==> config.mk <==
export PLATFORM = sky130hd
export DESIGN_NAME = peer_table_with_aging
export DESIGN_NICKNAME = d
export VERILOG_FILES = /design/src/hw/rtl/pta_pkg.sv /design/src/hw/rtl/pta_cell.sv /design/src/hw/rtl/pta_stack.sv /design/src/hw/rtl/pta_ctrl.sv /design/src/hw/rtl/peer_table_with_aging.sv
export SDC_FILE = /design/constraint.sdc
export NUM_CORES = 2
export LEC_CHECK = 0
export BUFFER_PORTS_ARGS = -buffer_cell sky130_fd_sc_hd__clkbuf_2
export CAP_MARGIN = 20
export CORE_ASPECT_RATIO = 0.8
export CORE_MARGIN = 1
export CORE_UTILIZATION = 40
export CTS_BUF_LIST = sky130_fd_sc_hd__clkbuf_4 sky130_fd_sc_hd__clkbuf_8
export CTS_CLUSTER_DIAMETER = 100
export DETAILED_ROUTE_END_ITERATION = 8
export SETUP_SLACK_MARGIN = 0.1
export SKIP_LAST_GASP = 1
export SLEW_MARGIN = 10
export SYNTH_ARGS = -nofsm -noshare
export SYNTH_HDL_FRONTEND = slang
export SYNTH_SLANG_ARGS = --single-unit
export TNS_END_PERCENT = 30
==> constraint.sdc <==
create_clock -name clk -period 97.4 [get_ports clk]
set_input_delay 24.35 -clock clk [delete_from_list [all_inputs] [get_ports clk]]
set_output_delay 24.35 -clock clk [all_outputs]
set_load 0.02 [all_outputs]
==> src/hw/rtl/pta_pkg.sv <==
package pta_pkg;

	// request word, one per accepted item
	typedef struct packed {
		logic [1:0]  req_type;
		logic [47:0] src_mac;
		logic [7:0]  peer_caps;
		logic [31:0] peer_height;
		logic [31:0] now_sec;
		logic [2:0]  entry_index;
	} req_t;

	// response word, one per accepted item
	typedef struct packed {
		logic [2:0]  slot;
		logic        slot_valid;
		logic        was_new;
		logic        evicted;
		logic [3:0]  peer_count;
		logic [3:0]  pruned_count;
		logic        hello_due;
		logic [47:0] rd_mac;
		logic [7:0]  rd_caps;
		logic [31:0] rd_height;
		logic [31:0] rd_last_seen;
	} rsp_t;

	// request codes
	localparam logic [1:0] REQ_HELLO = 2'd0;
	localparam logic [1:0] REQ_OTHER = 2'd1;
	localparam logic [1:0] REQ_TICK  = 2'd2;
	localparam logic [1:0] REQ_READ  = 2'd3;

	// register reset values
	localparam logic [31:0] PEER_TIMEOUT_RST   = 32'd120;
	localparam logic [31:0] HELLO_INTERVAL_RST = 32'd30;

	// one table entry
	typedef struct packed {
		logic [47:0] mac;
		logic [7:0]  caps;
		logic [31:0] height;
		logic [31:0] seen;
	} entry_t;

	// what one cell holds: an entry and its expiry mark from the current tick
	typedef struct packed {
		logic   expired;
		entry_t entry;
	} cell_t;

	// cell load select
	typedef enum logic [1:0] {
		CELL_HOLD,
		CELL_FWD,
		CELL_BACK
	} cell_op_t;

	// configuration seen by the sequencer
	typedef struct packed {
		logic [31:0] timeout;
		logic [31:0] interval;
	} cfg_t;

	// ring control: rotate and the word fed back into the tail cell
	typedef struct packed {
		logic  shift;
		cell_t tail;
	} ring_ctl_t;

	// stack control: push shifts toward the bottom, pop toward the top
	typedef struct packed {
		cell_op_t op;
		cell_t    push;
	} stack_ctl_t;

	// sequencer states
	typedef enum logic [1:0] {
		ST_IDLE,
		ST_SCAN,
		ST_WRITE,
		ST_FINISH
	} state_t;

endpackage

==> src/hw/rtl/pta_cell.sv <==
module pta_cell
	import pta_pkg::*;
(
	input  logic     clk,
	input  cell_op_t op,
	input  cell_t    from_next,
	input  cell_t    from_prev,
	output cell_t    q
);

	cell_t data_q;

	// load from either neighbor or keep
	always_ff @(posedge clk) begin
		case (op)
			CELL_FWD:  data_q <= from_next;
			CELL_BACK: data_q <= from_prev;
			default:   data_q <= data_q;
		endcase
	end

	assign q = data_q;

endmodule

==> src/hw/rtl/pta_stack.sv <==
module pta_stack
	import pta_pkg::*;
#(
	parameter int DEPTH = 8
) (
	input  logic       clk,
	input  stack_ctl_t ctl,
	output cell_t      top
);

	cell_t chain [DEPTH];

	// lifo built from a chain of cells, top at cell zero
	for (genvar k = 0; k < DEPTH; k++) begin : g_cell
		cell_t nxt;
		cell_t prv;

		if (k == DEPTH - 1) begin : g_bottom
			assign nxt = '0;
		end else begin : g_mid
			assign nxt = chain[k + 1];
		end

		if (k == 0) begin : g_top
			assign prv = ctl.push;
		end else begin : g_below
			assign prv = chain[k - 1];
		end

		pta_cell u_cell (
			.clk       (clk),
			.op        (ctl.op),
			.from_next (nxt),
			.from_prev (prv),
			.q         (chain[k])
		);
	end

	assign top = chain[0];

endmodule

==> src/hw/rtl/pta_ctrl.sv <==
module pta_ctrl
	import pta_pkg::*;
#(
	parameter int MAX_PEERS = 8
) (
	input  logic       clk,
	input  logic       arst_n,
	input  logic       req_valid,
	output logic       req_ready,
	input  req_t       req_data,
	output logic       rsp_valid,
	input  logic       rsp_ready,
	output rsp_t       rsp_data,
	input  cfg_t       cfg,
	input  cell_t      head,
	input  cell_t      stack_top,
	output ring_ctl_t  ring_ctl,
	output stack_ctl_t stack_ctl
);

	localparam int IW = (MAX_PEERS > 1) ? $clog2(MAX_PEERS) : 1;
	localparam int CW = $clog2(MAX_PEERS + 1);
	localparam logic [IW-1:0] LAST_STEP = IW'(MAX_PEERS - 1);
	localparam logic [CW-1:0] FULL      = CW'(MAX_PEERS);

	state_t         state_q, state_d;
	logic [IW-1:0]  step_q;
	logic [CW-1:0]  count_q;
	logic [31:0]    last_hello_q;
	logic           rsp_valid_q;
	rsp_t           rsp_q;

	req_t           req_q;
	logic           found_q;
	logic [IW-1:0]  hit_q;
	logic [IW-1:0]  old_q;
	logic [31:0]    old_seen_q;
	logic [CW-1:0]  keep_q;
	entry_t         rd_q;

	logic           accept;
	logic           finish;
	logic           last;
	logic           live;
	logic           mac_hit;
	logic [31:0]    age;
	logic           expired;
	logic           full;
	logic [IW-1:0]  target;
	logic           rd_match;
	logic           fill;
	logic           due;
	logic [CW-1:0]  count_next;
	entry_t         hello_entry;
	rsp_t           rsp_d;

	assign req_ready = (state_q == ST_IDLE);
	assign accept    = req_valid && req_ready;
	assign finish    = (state_q == ST_FINISH) && (!rsp_valid_q || rsp_ready);
	assign rsp_valid = rsp_valid_q;
	assign rsp_data  = rsp_q;

	// what the head cell tells about the entry passing by
	assign last     = (step_q == LAST_STEP);
	assign live     = (CW'(step_q) < count_q);
	assign mac_hit  = live && (head.entry.mac == req_q.src_mac);
	assign age      = req_q.now_sec - head.entry.seen;
	assign expired  = live && (age > cfg.timeout);
	assign full     = (count_q == FULL);
	assign target   = found_q ? hit_q : (full ? old_q : IW'(count_q));
	assign rd_match = live && (32'(step_q) == 32'(req_q.entry_index));
	assign fill     = (CW'(step_q) < keep_q) && head.expired;
	assign due      = ((req_q.now_sec - last_hello_q) >= cfg.interval);

	// entry written by a hello: refresh of a known peer or a fresh one
	always_comb begin
		if (found_q) begin
			hello_entry.mac    = head.entry.mac;
			hello_entry.caps   = req_q.peer_caps;
			hello_entry.height = (req_q.peer_height != '0) ? req_q.peer_height
				: head.entry.height;
			hello_entry.seen   = req_q.now_sec;
		end else begin
			hello_entry.mac    = req_q.src_mac;
			hello_entry.caps   = req_q.peer_caps;
			hello_entry.height = req_q.peer_height;
			hello_entry.seen   = req_q.now_sec;
		end
	end

	// next state, ring and stack control
	always_comb begin
		state_d        = state_q;
		ring_ctl.shift = 1'b0;
		ring_ctl.tail  = head;
		stack_ctl.op   = CELL_HOLD;
		stack_ctl.push = head;
		case (state_q)
			ST_IDLE: begin
				if (req_valid) begin
					state_d = ST_SCAN;
				end
			end
			ST_SCAN: begin
				ring_ctl.shift = 1'b1;
				if (req_q.req_type == REQ_TICK) begin
					ring_ctl.tail.expired = expired;
					// survivors go on the stack in index order
					if (live && !expired) begin
						stack_ctl.op = CELL_BACK;
					end
				end
				if (last) begin
					state_d = ST_WRITE;
				end
			end
			ST_WRITE: begin
				ring_ctl.shift = 1'b1;
				case (req_q.req_type)
					REQ_HELLO: begin
						if (step_q == target) begin
							ring_ctl.tail.entry = hello_entry;
						end
					end
					REQ_OTHER: begin
						if (found_q && step_q == hit_q) begin
							ring_ctl.tail.entry.seen = req_q.now_sec;
						end
					end
					REQ_TICK: begin
						// a hole below the new count takes the highest survivor left
						if (fill) begin
							ring_ctl.tail = stack_top;
							stack_ctl.op  = CELL_FWD;
						end
					end
					default: begin
					end
				endcase
				if (last) begin
					state_d = ST_FINISH;
				end
			end
			ST_FINISH: begin
				if (!rsp_valid_q || rsp_ready) begin
					state_d = ST_IDLE;
				end
			end
			default: begin
				state_d = ST_IDLE;
			end
		endcase
	end

	// response assembly
	always_comb begin
		rsp_d      = '0;
		count_next = count_q;
		case (req_q.req_type)
			REQ_HELLO: begin
				rsp_d.slot       = 3'(target);
				rsp_d.slot_valid = 1'b1;
				rsp_d.was_new    = !found_q;
				rsp_d.evicted    = !found_q && full;
				if (!found_q && !full) begin
					count_next = count_q + 1'b1;
				end
			end
			REQ_OTHER: begin
				rsp_d.slot       = found_q ? 3'(hit_q) : 3'd0;
				rsp_d.slot_valid = found_q;
			end
			REQ_TICK: begin
				count_next         = keep_q;
				rsp_d.pruned_count = 4'(count_q - keep_q);
				rsp_d.hello_due    = due;
			end
			REQ_READ: begin
				rsp_d.rd_mac       = rd_q.mac;
				rsp_d.rd_caps      = rd_q.caps;
				rsp_d.rd_height    = rd_q.height;
				rsp_d.rd_last_seen = rd_q.seen;
			end
			default: begin
			end
		endcase
		rsp_d.peer_count = 4'(count_next);
	end

	// control registers
	always_ff @(posedge clk or negedge arst_n) begin
		if (!arst_n) begin
			state_q      <= ST_IDLE;
			step_q       <= '0;
			count_q      <= '0;
			last_hello_q <= '0;
			rsp_valid_q  <= 1'b0;
		end else begin
			state_q <= state_d;
			if (state_q == ST_SCAN || state_q == ST_WRITE) begin
				step_q <= last ? '0 : step_q + 1'b1;
			end
			if (finish) begin
				count_q     <= count_next;
				rsp_valid_q <= 1'b1;
				if (req_q.req_type == REQ_TICK && due) begin
					last_hello_q <= req_q.now_sec;
				end
			end else if (rsp_ready) begin
				rsp_valid_q <= 1'b0;
			end
		end
	end

	// scan results and the response word
	always_ff @(posedge clk) begin
		if (accept) begin
			req_q   <= req_data;
			found_q <= 1'b0;
			keep_q  <= '0;
			rd_q    <= '0;
		end
		if (state_q == ST_SCAN) begin
			case (req_q.req_type)
				REQ_HELLO, REQ_OTHER: begin
					if (mac_hit && !found_q) begin
						found_q <= 1'b1;
						hit_q   <= step_q;
					end
					// oldest entry, first one wins a tie
					if (step_q == '0 || head.entry.seen < old_seen_q) begin
						old_seen_q <= head.entry.seen;
						old_q      <= step_q;
					end
				end
				REQ_TICK: begin
					if (live && !expired) begin
						keep_q <= keep_q + 1'b1;
					end
				end
				REQ_READ: begin
					if (rd_match) begin
						rd_q <= head.entry;
					end
				end
				default: begin
				end
			endcase
		end
		if (finish) begin
			rsp_q <= rsp_d;
		end
	end

`ifndef NO_ASSERTIONS
	a_count_range: assert property (@(posedge clk) disable iff (!arst_n)
		count_q <= FULL)
		else $error("live count above table size");

	a_scan_start: assert property (@(posedge clk) disable iff (!arst_n)
		accept |=> (state_q == ST_SCAN && step_q == '0))
		else $error("scan did not start at the first slot");

	a_rsp_source: assert property (@(posedge clk) disable iff (!arst_n)
		$rose(rsp_valid_q) |-> $past(state_q) == ST_FINISH)
		else $error("response raised outside finish");

	a_tick_keep: assert property (@(posedge clk) disable iff (!arst_n)
		(state_q == ST_FINISH && req_q.req_type == REQ_TICK) |-> keep_q <= count_q)
		else $error("more survivors than live entries");

	a_push_scan: assert property (@(posedge clk) disable iff (!arst_n)
		(stack_ctl.op == CELL_BACK) |-> (state_q == ST_SCAN && req_q.req_type == REQ_TICK))
		else $error("stack push outside tick scan");
`endif

endmodule

==> src/hw/rtl/peer_table_with_aging.sv <==
// Peer table of MAX_PEERS entries (MAC, caps, height, last-seen second) held in a ring of
// cells that rotates by one slot per cycle, while a request is scanned or written back,
// past a head cell where the sequencer looks up, updates, reads and ages entries; a
// second chain of cells works as a stack that carries survivors of a tick back into
// pruned holes. A request is accepted in an idle cycle, then takes one full rotation to
// scan, one more to write back and a finish state that raises the response; the single
// head cell sees one entry per cycle while the ring rotates. One request is in flight at
// a time, so no new one is accepted until the finish state is left; a finished response
// waits in the output register while the next request is accepted, and the finish state
// stalls until that response is taken. Registers: 0x0 peer_timeout, 0x4 hello_interval;
// write them only while no request is in flight; the block itself does not enforce it.
module peer_table_with_aging
	import pta_pkg::*;
#(
	parameter int MAX_PEERS = 8
) (
	input  logic        clk,
	input  logic        arst_n,
	input  logic        req_valid,
	output logic        req_ready,
	input  req_t        req_data,
	output logic        rsp_valid,
	input  logic        rsp_ready,
	output rsp_t        rsp_data,
	input  logic        psel,
	input  logic        penable,
	input  logic        pwrite,
	input  logic [2:0]  paddr,
	input  logic [31:0] pwdata,
	output logic [31:0] prdata,
	output logic        pready
);

	localparam logic REG_TIMEOUT  = 1'b0;
	localparam logic REG_INTERVAL = 1'b1;

	logic [31:0] timeout_q;
	logic [31:0] interval_q;
	logic        cfg_wr;
	cfg_t        cfg;
	ring_ctl_t   ring_ctl;
	stack_ctl_t  stack_ctl;
	cell_t       stack_top;
	cell_t       ring [MAX_PEERS];

	// configuration registers
	assign pready = 1'b1;
	assign cfg_wr = psel && penable && pwrite;

	always_ff @(posedge clk or negedge arst_n) begin
		if (!arst_n) begin
			timeout_q  <= PEER_TIMEOUT_RST;
			interval_q <= HELLO_INTERVAL_RST;
		end else if (cfg_wr) begin
			case (paddr[2])
				REG_TIMEOUT:  timeout_q  <= pwdata;
				REG_INTERVAL: interval_q <= pwdata;
				default:      timeout_q  <= timeout_q;
			endcase
		end
	end

	always_comb begin
		case (paddr[2])
			REG_TIMEOUT:  prdata = timeout_q;
			REG_INTERVAL: prdata = interval_q;
			default:      prdata = '0;
		endcase
	end

	assign cfg.timeout  = timeout_q;
	assign cfg.interval = interval_q;

	// entry ring, cell zero is the head, the tail is fed by the sequencer
	for (genvar k = 0; k < MAX_PEERS; k++) begin : g_ring
		cell_t nxt;
		cell_t prv;

		if (k == MAX_PEERS - 1) begin : g_tail
			assign nxt = ring_ctl.tail;
		end else begin : g_mid
			assign nxt = ring[k + 1];
		end

		if (k == 0) begin : g_head
			assign prv = ring_ctl.tail;
		end else begin : g_rest
			assign prv = ring[k - 1];
		end

		pta_cell u_cell (
			.clk       (clk),
			.op        (ring_ctl.shift ? CELL_FWD : CELL_HOLD),
			.from_next (nxt),
			.from_prev (prv),
			.q         (ring[k])
		);
	end

	// survivor stack for pruning
	pta_stack #(
		.DEPTH (MAX_PEERS)
	) u_stack (
		.clk (clk),
		.ctl (stack_ctl),
		.top (stack_top)
	);

	// request sequencer
	pta_ctrl #(
		.MAX_PEERS (MAX_PEERS)
	) u_ctrl (
		.clk       (clk),
		.arst_n    (arst_n),
		.req_valid (req_valid),
		.req_ready (req_ready),
		.req_data  (req_data),
		.rsp_valid (rsp_valid),
		.rsp_ready (rsp_ready),
		.rsp_data  (rsp_data),
		.cfg       (cfg),
		.head      (ring[0]),
		.stack_top (stack_top),
		.ring_ctl  (ring_ctl),
		.stack_ctl (stack_ctl)
	);

endmodule
==> out/results.tsv <==
stage	metric	value	unit
run_status	status	complete, no violations	
global_routing	first_global_vias	50603	
synth	synth_edf_count	2234	
timing	setup_viol	0	
final_layout	final_core_util	45.95	%
floorplanning	initial_core_util	40.37	%
clock_network	clock_path_buffers	4	
setup_path	ff2ff_setup_slack	87.86	ns
placement	place_ws	47.34	ns
min_path	hp-class	register to register	
timing	tns	0	ns
final_layout	layout_common_cells	2234 x edfxtp_1, 948 x mux2_2, 427 x clkbuf_8, 376 x nand2_1, 332 x clkbuf_2	
setup_path	r2r-end	u_stack.g_cell[4].u_cell.q[53]	
timing	maxSlewHeadroom	27.23	%
clock_network	clk_pin_slew_worst_paths	0.06	ns
timing	fmaxAchievable	20.07	MHz
route	drc_errors	0	
clock_network	htree_levels	5	
global_routing	antenna_found_initial	11	
pwr	power_density	31.82	nW/um2
clock_network	cts_made_buffers	385	
setup_path	crit_start	paddr[2]	
pwr	leakage	0.03979	uW
placement	numPortBuffers	333	
synth	ys_types	71	
setup_path	crit_type	input port to output port	
route	detail_route.wl_per_cell	20.63	um
setup_path	reg2reg_depth	23	
setup_path	cp-endpoint	prdata[0]	
final_layout	drive_above_1_share	30.73	%
timing	hold_viol_final	0	
synth	synth_area_leaders	edfxtp_1 69%, mux2_2 11%, dfxtp_1 2.6%, dfrtp_1 2.5%, ha_1 2.3%	
flow_run	drv_cap	0	
global_routing	grt.overflow.total	0	
clock_network	clock_latency	0.99	ns
route	ant_nets	0	
synth	netlist_instances	5835	
floorplanning	core	241300	um2
floorplanning	die_h	443.4	um
route	vias_per_cell	5.104	
synth	synth_top_area_share	68.86	%
floorplanning	ios	337	
final_layout	area_delta_synth_final	13.82	%
timing	finalWorstSetupSlack	47.57	ns
pwr	peakVddDrop	0.02992	mV
final_layout	nets	6728	
clock_network	cts_sinks	2465	
synth	synth_nets	6181	
synth	yosysWarnings	0	
synth	ys_seq_elements	2465	
synth	async_flop_share	4.300	%
timing	skew	0.06125	ns
clock_network	post_cts_resized	0	
synth	yosysSeqAreaShare	74.16	%
floorplanning	design.die.area	245600	um2
timing	rsz0062_at_grt	no	
route	wl	203900	um
clock_network	clockRootBuffer	clkbuf_8	
setup_path	critPathMaxFanout	41	
global_routing	grt_max_degree	177	
synth	syn_area_per_cell	16.70	um2
synth	syn_area	97430	um2
global_routing	grt.total_usage	16.38	%
route	dr.first_iter.drc_count	3887	
setup_path	start_kind	input port	
timing	worstMarginPinSlew	1.091	ns
placement	routabilityCongestion	0.7893	
final_layout	instances_no_fill	9886	
setup_path	critPathCaptureType	output port	
floorplanning	die_width	553.8	um
timing	finalCriticalPeriod	49.83	ns
placement	dp.cells	9169	
clock_network	tritoncts	done	
pwr	p_total	3528	uW
final_layout	mostFrequentLayoutCell	edfxtp_1	
setup_path	worstPathRequired	73.05	ns
route	dr.pass1.iters	6	
placement	dpl.hpwl	123500	um
setup_path	arrival	25.48	ns
global_routing	grt_pass1_wl	310600	um
clock_network	hold_buffers	0	
floorplanning	rows	161	
timing	finalMaxSlewViolations	0	
route	route.vias.total	50456	
timing	final.period_utilization	51.16	%
clock_network	postCtsSetupBuffers	0	
setup_path	r2r-start	g_ring[0].u_cell.q[10]	
synth	synth_ff_type	edfxtp_1	
synth	yosys.area.top_type	edfxtp_1	
## cell usage after synthesis, types with 22 or more instances
cell type,count
edfxtp_1,2234
mux2_2,948
nand2_1,378
inv_1,258
clkbuf_1,223
a21oi_1,205
o21ai_0,179
ha_1,176
and3_1,128
and2_1,126
dfxtp_1,125
dfrtp_1,98
o21ai_1,97
xnor2_1,73
a222oi_1,66
a21o_1,58
nor2_1,53
xor2_1,47
mux2_1,35
mux2i_1,34
nand4_1,33
buf_2,29
nor2b_1,23
nand2b_1,22
## metal layers
layer / vias to the layer above / wire length [um] / track usage [%]
li1: 23290 / - / -
met5: - / 23 / 0
met1: 25599 / 95310 / 23.64
met2: 1211 / 93390 / 25.15
met4: 4 / 4908 / 4.815
met3: 352 / 10320 / 3.101
## how the worst min path moves through the flow
stage / from / end / depth (start not counted) / slack [ns]
2_1_floorplan: g_ring[1].u_cell.q[0] / g_ring[0].u_cell.q[0] / 0 / 0.40
3_3_place_gp: g_ring[4].u_cell.q[35] / g_ring[3].u_cell.q[35] / 0 / 0.40
3_5_place_dp: g_ring[1].u_cell.q[44] / g_ring[0].u_cell.q[44] / 0 / 0.40
4_1_cts: g_ring[3].u_cell.q[105] / g_ring[2].u_cell.q[105] / 0 / 0.38
5_1_grt: g_ring[2].u_cell.q[26] / g_ring[1].u_cell.q[26] / 0 / 0.39
6_report: g_ring[4].u_cell.q[65] / g_ring[3].u_cell.q[65] / 0 / 0.38
## power by group
group	leakage [uW]	switching [uW]	total (uW)	internal (uW)
clock	0.00420	407	886	479
combinational	0.0122	546	823	276
sequential	0.0233	146	1820	1670
## cells by family after synthesis
group	after synthesis	share of synthesized area, %
AO/OA/AOI/OAI	702	4.459
XOR/XNOR	120	1.079
adder cells (fa/ha/maj)	179	2.322
buffers and inverters	520	2.045
flip-flops	2465	74.16
multiplexers	1017	11.71
other	1	0.003849
AND/OR/NAND/NOR	831	4.223
## cell type report
type / instances / area, um2
diodes: 5 / 12.51
clock buffers: 573 / 6973
clock inverters: 135 / 888.4
fillers: 20935 / 130400
inverters: 261 / 999.7
multi-input cells: 2850 / 23320
flip-flops and latches: 2465 / 72250
well taps: 3178 / 3976
repair buffers: 419 / 2477
## worst max-delay path, cell delays in order
cell and delay, ns:
clkbuf_2 0.37, buf_16 0.24, mux2_2 0.35, clkbuf_2 0.15
## sequential cells by signal, summed over array words and instances, names as in the netlist
signal	flops
g_ring.u_cell.q	968
interval_q	32
timeout_q	32
u_ctrl.count_q	4
u_ctrl.found_q	1
u_ctrl.hit_q	3
u_ctrl.keep_q	4
u_ctrl.last_hello_q	32
u_ctrl.old_q	3
u_ctrl.old_seen_q	32
u_ctrl.rd_q	120
u_ctrl.req_q	125
u_ctrl.rsp_data	135
u_ctrl.rsp_valid	1
u_ctrl.state_q	2
u_ctrl.step_q	3
u_stack.g_cell.u_cell.q	968
## stage by stage
| stage | area (um2) | hold slack, ns |
|---|---|---|
| after global routing | 110900 | 0.3935 |
| after global placement | 102900 | 0.4002 |
| after floorplan | 97430 | 0.4003 |
| final | 110900 | 0.3809 |
| after CTS | 110800 | 0.3823 |
| after detailed placement | 102900 | 0.4045 |
(Power assumes the default switching activity.)
